--- config.mk ---
export PLATFORM = sky130hd
export DESIGN_NAME = tyre_pass_recorder_top
export DESIGN_NICKNAME = d
export VERILOG_FILES = /design/src/tpr_pkg.sv /design/src/tpr_ram.sv /design/src/tpr_core.sv /design/src/tyre_pass_recorder_top.sv
export SDC_FILE = /design/constraint.sdc
export NUM_CORES = 2
export LEC_CHECK = 0
export ABC_AREA = 0
export CELL_PAD_IN_SITES_DETAIL_PLACEMENT = 1
export CELL_PAD_IN_SITES_GLOBAL_PLACEMENT = 2
export CORE_UTILIZATION = 45
export CTS_BUF_LIST = sky130_fd_sc_hd__clkbuf_16
export CTS_CLUSTER_DIAMETER = 120
export DETAILED_ROUTE_END_ITERATION = 8
export DONT_BUFFER_PORTS = 1
export PLACE_DENSITY = 0.81
export SYNTH_ARGS = -nofsm -noshare
export SYNTH_HDL_FRONTEND = slang
export SYNTH_HIERARCHICAL = 1
export SYNTH_SLANG_ARGS = --single-unit
--- constraint.sdc ---
create_clock -name aclk -period 11.8 [get_ports aclk]
set_input_delay 1.77 -clock aclk [delete_from_list [all_inputs] [get_ports aclk]]
set_output_delay 1.77 -clock aclk [all_outputs]
set_load 0.1 [all_outputs]
--- src/tpr_pkg.sv ---
// Shared types, command codes and constants of the tyre pass recorder.
`default_nettype none

package tpr_pkg;

    // Field widths of one record, of a request and of the result.
    localparam int unsigned PULSE_W    = 27;
    localparam int unsigned INTERVAL_W = 29;
    localparam int unsigned QLEN_W     = 5;
    localparam int unsigned CMD_W      = 3;

    // Default ring depth handed to the top level.
    localparam int unsigned RING_DEPTH_DEF = 16;

    // Configuration port.
    localparam int unsigned CFG_IDX_W  = 2;
    localparam int unsigned CFG_DATA_W = 29;
    localparam logic [CFG_IDX_W-1:0] CFG_PULSE_LIMIT    = 2'd0;
    localparam logic [CFG_IDX_W-1:0] CFG_INTERVAL_LIMIT = 2'd1;

    // Reset values of the limit registers.
    localparam logic [PULSE_W-1:0]    PULSE_LIMIT_RST    = 27'd100000000;
    localparam logic [INTERVAL_W-1:0] INTERVAL_LIMIT_RST = 29'd360000000;

    // Command codes of a request.
    localparam logic [CMD_W-1:0] CMD_TICK      = 3'd0;
    localparam logic [CMD_W-1:0] CMD_POP       = 3'd1;
    localparam logic [CMD_W-1:0] CMD_PEEK_OLD  = 3'd2;
    localparam logic [CMD_W-1:0] CMD_PEEK_NEW  = 3'd3;
    localparam logic [CMD_W-1:0] CMD_CLEAR     = 3'd4;

    // One stored record.
    typedef struct packed {
        logic [PULSE_W-1:0]    pulse;
        logic [INTERVAL_W-1:0] interval;
        logic                  dbl;
    } rec_t;

    // Input request.
    typedef struct packed {
        logic [CMD_W-1:0] command;
        logic             press_level;
        logic             double_level;
    } in_t;

    // Result.
    typedef struct packed {
        logic                  empty_res;
        logic [PULSE_W-1:0]    pulse_count;
        logic [INTERVAL_W-1:0] interval_count;
        logic                  double_tyre;
        logic [QLEN_W-1:0]     queue_length;
        logic                  press_now;
        logic                  double_now;
    } out_t;

endpackage

`default_nettype wire

--- src/tpr_ram.sv ---
// Generic single-write, single-read synchronous RAM with a registered read port.
`default_nettype none

module tpr_ram #(
    parameter int unsigned WIDTH = 8,
    parameter int unsigned DEPTH = 16
) (
    input  wire logic                     aclk,
    input  wire logic                     we,
    input  wire logic [$clog2(DEPTH)-1:0] waddr,
    input  wire logic [WIDTH-1:0]         wdata,
    input  wire logic                     re,
    input  wire logic [$clog2(DEPTH)-1:0] raddr,
    output logic      [WIDTH-1:0]         rdata
);

    logic [WIDTH-1:0] mem [DEPTH];

    // Write port.
    always_ff @(posedge aclk) begin
        if (we) begin
            mem[waddr] <= wdata;
        end
    end

    // Read port; the data register holds until the next read.
    always_ff @(posedge aclk) begin
        if (re) begin
            rdata <= mem[raddr];
        end
    end

endmodule

`default_nettype wire

--- src/tpr_core.sv ---
// Sequencer of the tyre pass recorder: ring pointers, press tracking and result register.
`default_nettype none

module tpr_core #(
    parameter int unsigned RING_DEPTH = tpr_pkg::RING_DEPTH_DEF
) (
    input  wire logic                                aclk,
    input  wire logic                                aresetn,
    input  wire logic                                s_valid,
    output logic                                     s_ready,
    input  wire tpr_pkg::in_t                        s_data,
    output logic                                     m_valid,
    input  wire logic                                m_ready,
    output tpr_pkg::out_t                            m_data,
    input  wire logic [tpr_pkg::PULSE_W-1:0]         pulse_limit,
    input  wire logic [tpr_pkg::INTERVAL_W-1:0]      interval_limit,
    output logic                                     ram_we,
    output logic [$clog2(RING_DEPTH)-1:0]            ram_waddr,
    output tpr_pkg::rec_t                            ram_wdata,
    output logic                                     ram_re,
    output logic [$clog2(RING_DEPTH)-1:0]            ram_raddr,
    input  wire tpr_pkg::rec_t                       ram_rdata
);

    import tpr_pkg::*;

    localparam int unsigned PW = $clog2(RING_DEPTH);
    localparam int unsigned CW = $clog2(RING_DEPTH + 1);

    typedef enum logic {
        ST_IDLE,
        ST_EXEC
    } state_t;

    state_t            state_reg, state_next;
    logic [PW-1:0]     oldest_reg, oldest_next;
    logic [CW-1:0]     count_reg, count_next;
    logic              pressed_reg, pressed_next;
    logic [PULSE_W-1:0] run_reg, run_next;
    logic              press_smp_reg, press_smp_next;
    logic              dbl_smp_reg, dbl_smp_next;
    in_t               item_reg, item_next;
    out_t              out_reg, out_next;
    logic              out_valid_reg, out_valid_next;

    logic              commit;
    logic [PW-1:0]     newest_idx;
    logic [PW-1:0]     push_idx;
    logic [PW-1:0]     second_idx;
    logic [PULSE_W-1:0] run_base;
    logic              ring_empty;
    logic              ring_full;

    // Ring slot at a given offset from a base; the sum stays below twice the depth for offsets up to the depth.
    function automatic logic [PW-1:0] slot_of(input logic [PW-1:0] base,
                                              input logic [CW-1:0] off);
        logic [CW:0] sum;
        sum = (CW+1)'(base) + (CW+1)'(off);
        if (sum >= (CW+1)'(RING_DEPTH)) begin
            sum = sum - (CW+1)'(RING_DEPTH);
        end
        return sum[PW-1:0];
    endfunction

    assign newest_idx = slot_of(oldest_reg, count_reg - CW'(1));
    assign push_idx   = slot_of(oldest_reg, count_reg);
    assign second_idx = slot_of(oldest_reg, CW'(1));
    assign ring_empty = (count_reg == '0);
    assign ring_full  = (count_reg == CW'(RING_DEPTH));

    // A result leaves the execute step once the output register is free.
    assign commit  = (state_reg == ST_EXEC) && (!out_valid_reg || m_ready);
    assign s_ready = (state_reg == ST_IDLE);
    assign m_valid = out_valid_reg;
    assign m_data  = out_reg;

    // Read the entry a request needs as it is accepted.
    assign ram_re    = s_valid && s_ready;
    assign ram_raddr = ((s_data.command == CMD_POP) || (s_data.command == CMD_PEEK_OLD))
                       ? oldest_reg : newest_idx;

    // Next-state logic: execute one request from the read data.
    always_comb begin
        state_next     = state_reg;
        oldest_next    = oldest_reg;
        count_next     = count_reg;
        pressed_next   = pressed_reg;
        run_next       = run_reg;
        press_smp_next = press_smp_reg;
        dbl_smp_next   = dbl_smp_reg;
        item_next      = item_reg;
        out_next       = out_reg;
        out_valid_next = out_valid_reg && !m_ready;
        ram_we         = 1'b0;
        ram_waddr      = newest_idx;
        ram_wdata      = ram_rdata;
        run_base       = pressed_reg ? run_reg : '0;

        unique case (state_reg)
            ST_IDLE: begin
                if (s_valid) begin
                    item_next  = s_data;
                    state_next = ST_EXEC;
                end
            end
            ST_EXEC: begin
                if (commit) begin
                    out_next       = '0;
                    out_valid_next = 1'b1;
                    state_next     = ST_IDLE;
                    unique case (item_reg.command)
                        CMD_TICK: begin
                            press_smp_next = item_reg.press_level;
                            dbl_smp_next   = item_reg.double_level;
                            // Gap count of the newest record rises while not pressed, up to the interval limit.
                            if (!pressed_reg && !ring_empty) begin
                                ram_we    = 1'b1;
                                ram_waddr = newest_idx;
                                ram_wdata = ram_rdata;
                                if (ram_rdata.interval < interval_limit) begin
                                    ram_wdata.interval = ram_rdata.interval +
                                                         INTERVAL_W'(1);
                                end
                            end
                            if (item_reg.press_level) begin
                                pressed_next = 1'b1;
                                run_next     = run_base;
                                if (run_base < pulse_limit) begin
                                    run_next = run_base + PULSE_W'(1);
                                end
                            end else if (pressed_reg) begin
                                // Release: push a record, overwriting the oldest if full.
                                pressed_next       = 1'b0;
                                ram_we             = 1'b1;
                                ram_waddr          = push_idx;
                                ram_wdata.pulse    = run_reg;
                                ram_wdata.interval = '0;
                                ram_wdata.dbl      = item_reg.double_level;
                                if (ring_full) begin
                                    oldest_next = second_idx;
                                end else begin
                                    count_next = count_reg + CW'(1);
                                end
                            end
                        end
                        CMD_POP, CMD_PEEK_OLD, CMD_PEEK_NEW: begin
                            if (ring_empty) begin
                                out_next.empty_res = 1'b1;
                            end else begin
                                out_next.pulse_count    = ram_rdata.pulse;
                                out_next.interval_count = ram_rdata.interval;
                                out_next.double_tyre    = ram_rdata.dbl;
                                if (item_reg.command == CMD_POP) begin
                                    oldest_next = second_idx;
                                    count_next  = count_reg - CW'(1);
                                end
                            end
                        end
                        CMD_CLEAR: begin
                            oldest_next = '0;
                            count_next  = '0;
                        end
                        default: begin
                            // Unused command codes leave the state alone.
                        end
                    endcase
                    out_next.queue_length = QLEN_W'(count_next);
                    out_next.press_now    = press_smp_next;
                    out_next.double_now   = dbl_smp_next;
                end
            end
            default: begin
                state_next = ST_IDLE;
            end
        endcase
    end

    // State and registered outputs.
    always_ff @(posedge aclk) begin
        if (!aresetn) begin
            state_reg     <= ST_IDLE;
            oldest_reg    <= '0;
            count_reg     <= '0;
            pressed_reg   <= 1'b0;
            run_reg       <= '0;
            press_smp_reg <= 1'b0;
            dbl_smp_reg   <= 1'b0;
            out_valid_reg <= 1'b0;
        end else begin
            state_reg     <= state_next;
            oldest_reg    <= oldest_next;
            count_reg     <= count_next;
            pressed_reg   <= pressed_next;
            run_reg       <= run_next;
            press_smp_reg <= press_smp_next;
            dbl_smp_reg   <= dbl_smp_next;
            out_valid_reg <= out_valid_next;
        end
        item_reg <= item_next;
        out_reg  <= out_next;
    end

endmodule

`default_nettype wire

--- src/tyre_pass_recorder_top.sv ---
// Top level of the tyre pass recorder: limit registers, record ring memory and sequencer.
//
// The s_ channel takes one request per handshake: a tick that samples the sensor's
// press and single/double levels, a pop or peek of the oldest record, a peek of the
// newest record, or a clear of the ring. Every request gives exactly one result on
// the m_ channel with the record read (if any), the ring length after the request
// and the last sampled sensor levels.
// In the accept cycle a request reads the needed ring entry from the record memory; the
// execute step then modifies it, writes it back and loads the result register, which
// drives m_data. One request is in flight at a time, set by the single read-modify-write
// pass through the memory port; a new request is taken once the execute step is done.
// A new request is accepted while an earlier result still waits; if the receiver
// stalls, the next request waits in the execute step until the result register frees.
// The limit registers must be written through cfg_we, cfg_index and cfg_data only while
// the block is idle; the block itself does not enforce this. Synchronous reset empties
// the ring, clears the press tracking and restores the default limits; no clearing pass
// of the memory is needed.

`default_nettype none

module tyre_pass_recorder_top #(
    parameter int unsigned RING_DEPTH = tpr_pkg::RING_DEPTH_DEF
) (
    input  wire logic                              aclk,
    input  wire logic                              aresetn,
    input  wire logic                              s_valid,
    output logic                                   s_ready,
    input  wire tpr_pkg::in_t                      s_data,
    output logic                                   m_valid,
    input  wire logic                              m_ready,
    output tpr_pkg::out_t                          m_data,
    input  wire logic                              cfg_we,
    input  wire logic [tpr_pkg::CFG_IDX_W-1:0]     cfg_index,
    input  wire logic [tpr_pkg::CFG_DATA_W-1:0]    cfg_data
);

    import tpr_pkg::*;

    localparam int unsigned PW = $clog2(RING_DEPTH);

    logic [PULSE_W-1:0]    pulse_limit_reg;
    logic [INTERVAL_W-1:0] interval_limit_reg;

    logic          ram_we;
    logic [PW-1:0] ram_waddr;
    rec_t          ram_wdata;
    logic          ram_re;
    logic [PW-1:0] ram_raddr;
    rec_t          ram_rdata;

    // Limit registers; writes to other indexes are ignored.
    always_ff @(posedge aclk) begin
        if (!aresetn) begin
            pulse_limit_reg    <= PULSE_LIMIT_RST;
            interval_limit_reg <= INTERVAL_LIMIT_RST;
        end else if (cfg_we) begin
            if (cfg_index == CFG_PULSE_LIMIT) begin
                pulse_limit_reg <= cfg_data[PULSE_W-1:0];
            end
            if (cfg_index == CFG_INTERVAL_LIMIT) begin
                interval_limit_reg <= cfg_data[INTERVAL_W-1:0];
            end
        end
    end

    // Record ring storage.
    tpr_ram #(
        .WIDTH ($bits(rec_t)),
        .DEPTH (RING_DEPTH)
    ) u_ring (
        .aclk  (aclk),
        .we    (ram_we),
        .waddr (ram_waddr),
        .wdata (ram_wdata),
        .re    (ram_re),
        .raddr (ram_raddr),
        .rdata (ram_rdata)
    );

    // Request sequencer.
    tpr_core #(
        .RING_DEPTH (RING_DEPTH)
    ) u_core (
        .aclk           (aclk),
        .aresetn        (aresetn),
        .s_valid        (s_valid),
        .s_ready        (s_ready),
        .s_data         (s_data),
        .m_valid        (m_valid),
        .m_ready        (m_ready),
        .m_data         (m_data),
        .pulse_limit    (pulse_limit_reg),
        .interval_limit (interval_limit_reg),
        .ram_we         (ram_we),
        .ram_waddr      (ram_waddr),
        .ram_wdata      (ram_wdata),
        .ram_re         (ram_re),
        .ram_raddr      (ram_raddr),
        .ram_rdata      (ram_rdata)
    );

endmodule

`default_nettype wire

==> results.yml <==
die:
  die_height_um: 323
  dieArea_um2: 104000
  start_util_pct: 45.4
  die_w_um: 323
  rows: 117
  core-area_um2: 102000
  io_pins: 108
critical_path:
  critPathCaptureType: "flop"
  worstReg2RegEnd: "u_ring/mem[10][21]"
  r2r-start: "u_core/m_valid"
  cpPeakStageDelay_ps: 940
  reg2reg_depth: 10
  cp_slowest_cell: "nor2_4"
  worstPathRequired_ps: 12110
  cp_max_fo: 45
  start_kind: "primary input"
  critical_path_class: "primary input to flop"
  path_cells: "nand2b_1 > nand2_1 > inv_4 > nand3_4 > buf_4 > nand2_1 > o21ai_0 > nand2b_1 > nor2_4 > buf_4"
  worstPathArrival_ps: 6340
  rrSetupSlack_ps: 5880
timing:
  tns_ps: 0
  max_freq_mhz: 166
  tightest_slew_ps: 1360
  slew_viol_final: 0
  period_minus_slack_ps: 6030
  post-route-period-util_pct: 51.1
  rsz0062_at_grt: "false"
  hold_viol: 0
  setup_viol: 0
  clock_skew_ps: 31.1
  relSlewSlack_pct: 9.12
yosys:
  synth_flop_cell: "edfxtp_1"
  syn_area_um2: 46200
  yosys_warnings: 6
  syn-num-nets: 2784
  synth-edff-count: 1039
  synth_cell_types: 72
  ys_ff_latch: 1136
  synth-seq-area-share_pct: 71.7
  avgSynthCellArea_um2: 17.3
  syn_inst: 2676
  async_flop_share_pct: 0
min_path:
  min_to: "pulse_limit_reg[1]"
  hold_depth: 2
  hold_start: "pulse_limit_reg[1]"
  hold_path_class: "flop to flop"
detailed_routing:
  vias: 24800
  first_pass_iters: 5
  via_per_inst: 5.99
  route.detailed.drc: 0
  drt-wirelength-per-cell_um: 29.0
  final_antenna_net_count: 0
  drt_iter0_markers: 2107
  routed_wl_um: 120000
cells_and_area:
  top_register: "u_ring/mem"
  num-nets-final: 2794
  largest_reg_flops: 912
  fillers: 9478
  drive_gt1_share_pct: 16.7
  fin_util_pct: 50.3
  area.growth.synth_to_final_pct: 10.9
global_route:
  use_met2_pct: 38.8
  grt_use_total_pct: 23.3
  top_usage_layer: "met2"
  use_met3_pct: 4.65
  grt_pass1_vias: 26600
  gr-total-overflow: 0
  antenna_found_initial: 2
  grt_pass1_wl_um: 176000
  grt_start_max_net_pins: 119
  grt_use_met1_pct: 30.9
clocking:
  hold_buffers: 0
  cts_setup_buffers: 0
  cts_tree: "built"
  cts_buffers: 111
  insertion_delay_ps: 690
  cts_sinks: 1136
  clk_pin_slew_ps: 60
  htreeDepth: 3
  root_buffer: "clkbuf_16"
  ctsResizeCount: 0
  clock_path_buffers: 3
pwr:
  p_leak_nw: 17.2
  max-vdd-ir-drop_mv: 0.136
  pwr_density_cell_nw_per_um2: 181
placement:
  portBuffers: 0
  dpl.hpwl_um: 70200
  gp_congestion: 0.796
job:
  maxCapViolations: 0
outcome:
  status: "completed"
[where the power goes]
part / switching (mW) / internal (mW) / total (mW)
Sequential: 0.207 / 4.65 / 4.85
Combinational: 0.647 / 0.359 / 1.01
Clock: 1.49 / 1.94 / 3.43
[stage by stage]
step	setup slack [ps]	std cells	total power [mW]	area (um^2)	hold slack, ps
after floorplan	2070	2676	5.58	46200	434
after global placement	5370	3941	5.88	47800	445
after detailed placement	5090	3941	5.95	47800	454
after CTS	5770	4146	9.37	51300	467
after global routing	5490	4146	9.59	51300	484
final	5770	4147	9.29	51300	464
[layer usage]
metal	up-vias	share of wire, %
li1	10600	-
met1	13100	40
met2	954	49
met3	183	8.2
met4	0	2.5
met5	-	0
[cell type report]
| cell class | count | area [um^2] | area share, % |
|---|---|---|---|
| Sequential cell | 1136 | 33100 | 64.6 |
| Multi-Input combinational cell | 1308 | 12300 | 23.9 |
| Clock buffer | 113 | 2830 | 5.51 |
| Tap cell | 1368 | 1710 | 3.34 |
| Clock inverter | 92 | 678 | 1.32 |
| Timing Repair Buffer | 46 | 358 | 0.698 |
| Inverter | 83 | 314 | 0.612 |
| Antenna cell | 1 | 2.50 | 0.00488 |
[cell usage in the layout (no fill, tap or decap), types with 5 or more instances in the layout]
cell and n:
nand3_1 53, xnor2_1 10, and4_1 5, nor4_1 18, and2_1 79, a21oi_1 45
clkbuf_16 113, nor2_1 29, nor2_4 14, clkinv_2 17, o21a_1 7, a21o_1 14
o31ai_1 5, inv_1 112, nor3_2 8, mux2i_1 76, nand2b_1 11, xor2_1 7
nor3_1 12, and3_1 11, edfxtp_1 1039, bufinv_16 10, clkinv_1 27, or4_1 18
clkinvlp_4 5, o211ai_1 25, dfxtp_1 97, ha_1 65, a22oi_1 117, mux4_2 228
nand2_1 311, buf_4 45, o21ai_0 17, nand4_1 25, nor2b_1 28
[cells by family (layout without fill, tap and decap cells)]
group / count (synthesis) / after routing / share of synthesized area (%)
buffers and inverters: 232 / 334 / 2.25
DFF: 1136 / 1136 / 71.7
and+or+nand+nor: 664 / 664 / 7.23
xor gates and xnor gates: 17 / 17 / 0.322
AOI/OAI and AO/OA: 252 / 252 / 3.83
adders and majority gates: 67 / 67 / 1.85
muxes: 308 / 308 / 12.8
other: 0 / 1 / 0
[how the worst max path moves through the flow]
stage / from / endpoint / slack, ps / cells past startpoint
after global placement: m_ready / u_ring/mem[1][22] / 5370 / 10
after CTS: m_ready / u_ring/mem[1][18] / 5770 / 10
after global routing: m_ready / u_ring/mem[1][21] / 5490 / 10
after floorplan: m_ready / u_ring/mem[0][0] / 2070 / 8
after detailed placement: m_ready / u_ring/mem[1][20] / 5090 / 10
final: m_ready / u_ring/mem[1][18] / 5770 / 10
[synth_stat cells, types with 10 or more instances]
master / instances / area (um^2)
edfxtp_1: 1039 / 31200
nand2_1: 311 / 1170
mux4_2: 228 / 5130
a22oi_1: 117 / 878
dfxtp_1: 97 / 1940
clkbuf_1: 93 / 349
inv_1: 82 / 308
and2_1: 80 / 500
mux2i_1: 77 / 771
ha_1: 65 / 813
nand3_1: 54 / 270
a21oi_1: 45 / 225
nor2_1: 44 / 165
nor2b_1: 31 / 194
buf_4: 25 / 188
nand4_1: 25 / 156
o211ai_1: 25 / 188
nor4_1: 18 / 113
or4_1: 18 / 135
nor3_1: 17 / 85.1
o21ai_0: 17 / 85.1
buf_1: 15 / 56.3
a21o_1: 14 / 105
and3_1: 11 / 68.8
nand2b_1: 11 / 68.8
xnor2_1: 10 / 87.6
[critical path, delay by kind of cell]
family / cells / cell delay (ps)
buf+inv: 3 / 1600
simple gates: 6 / 2500
compound gates: 1 / 370
Note: power is estimated with default switching activity, not from simulation.
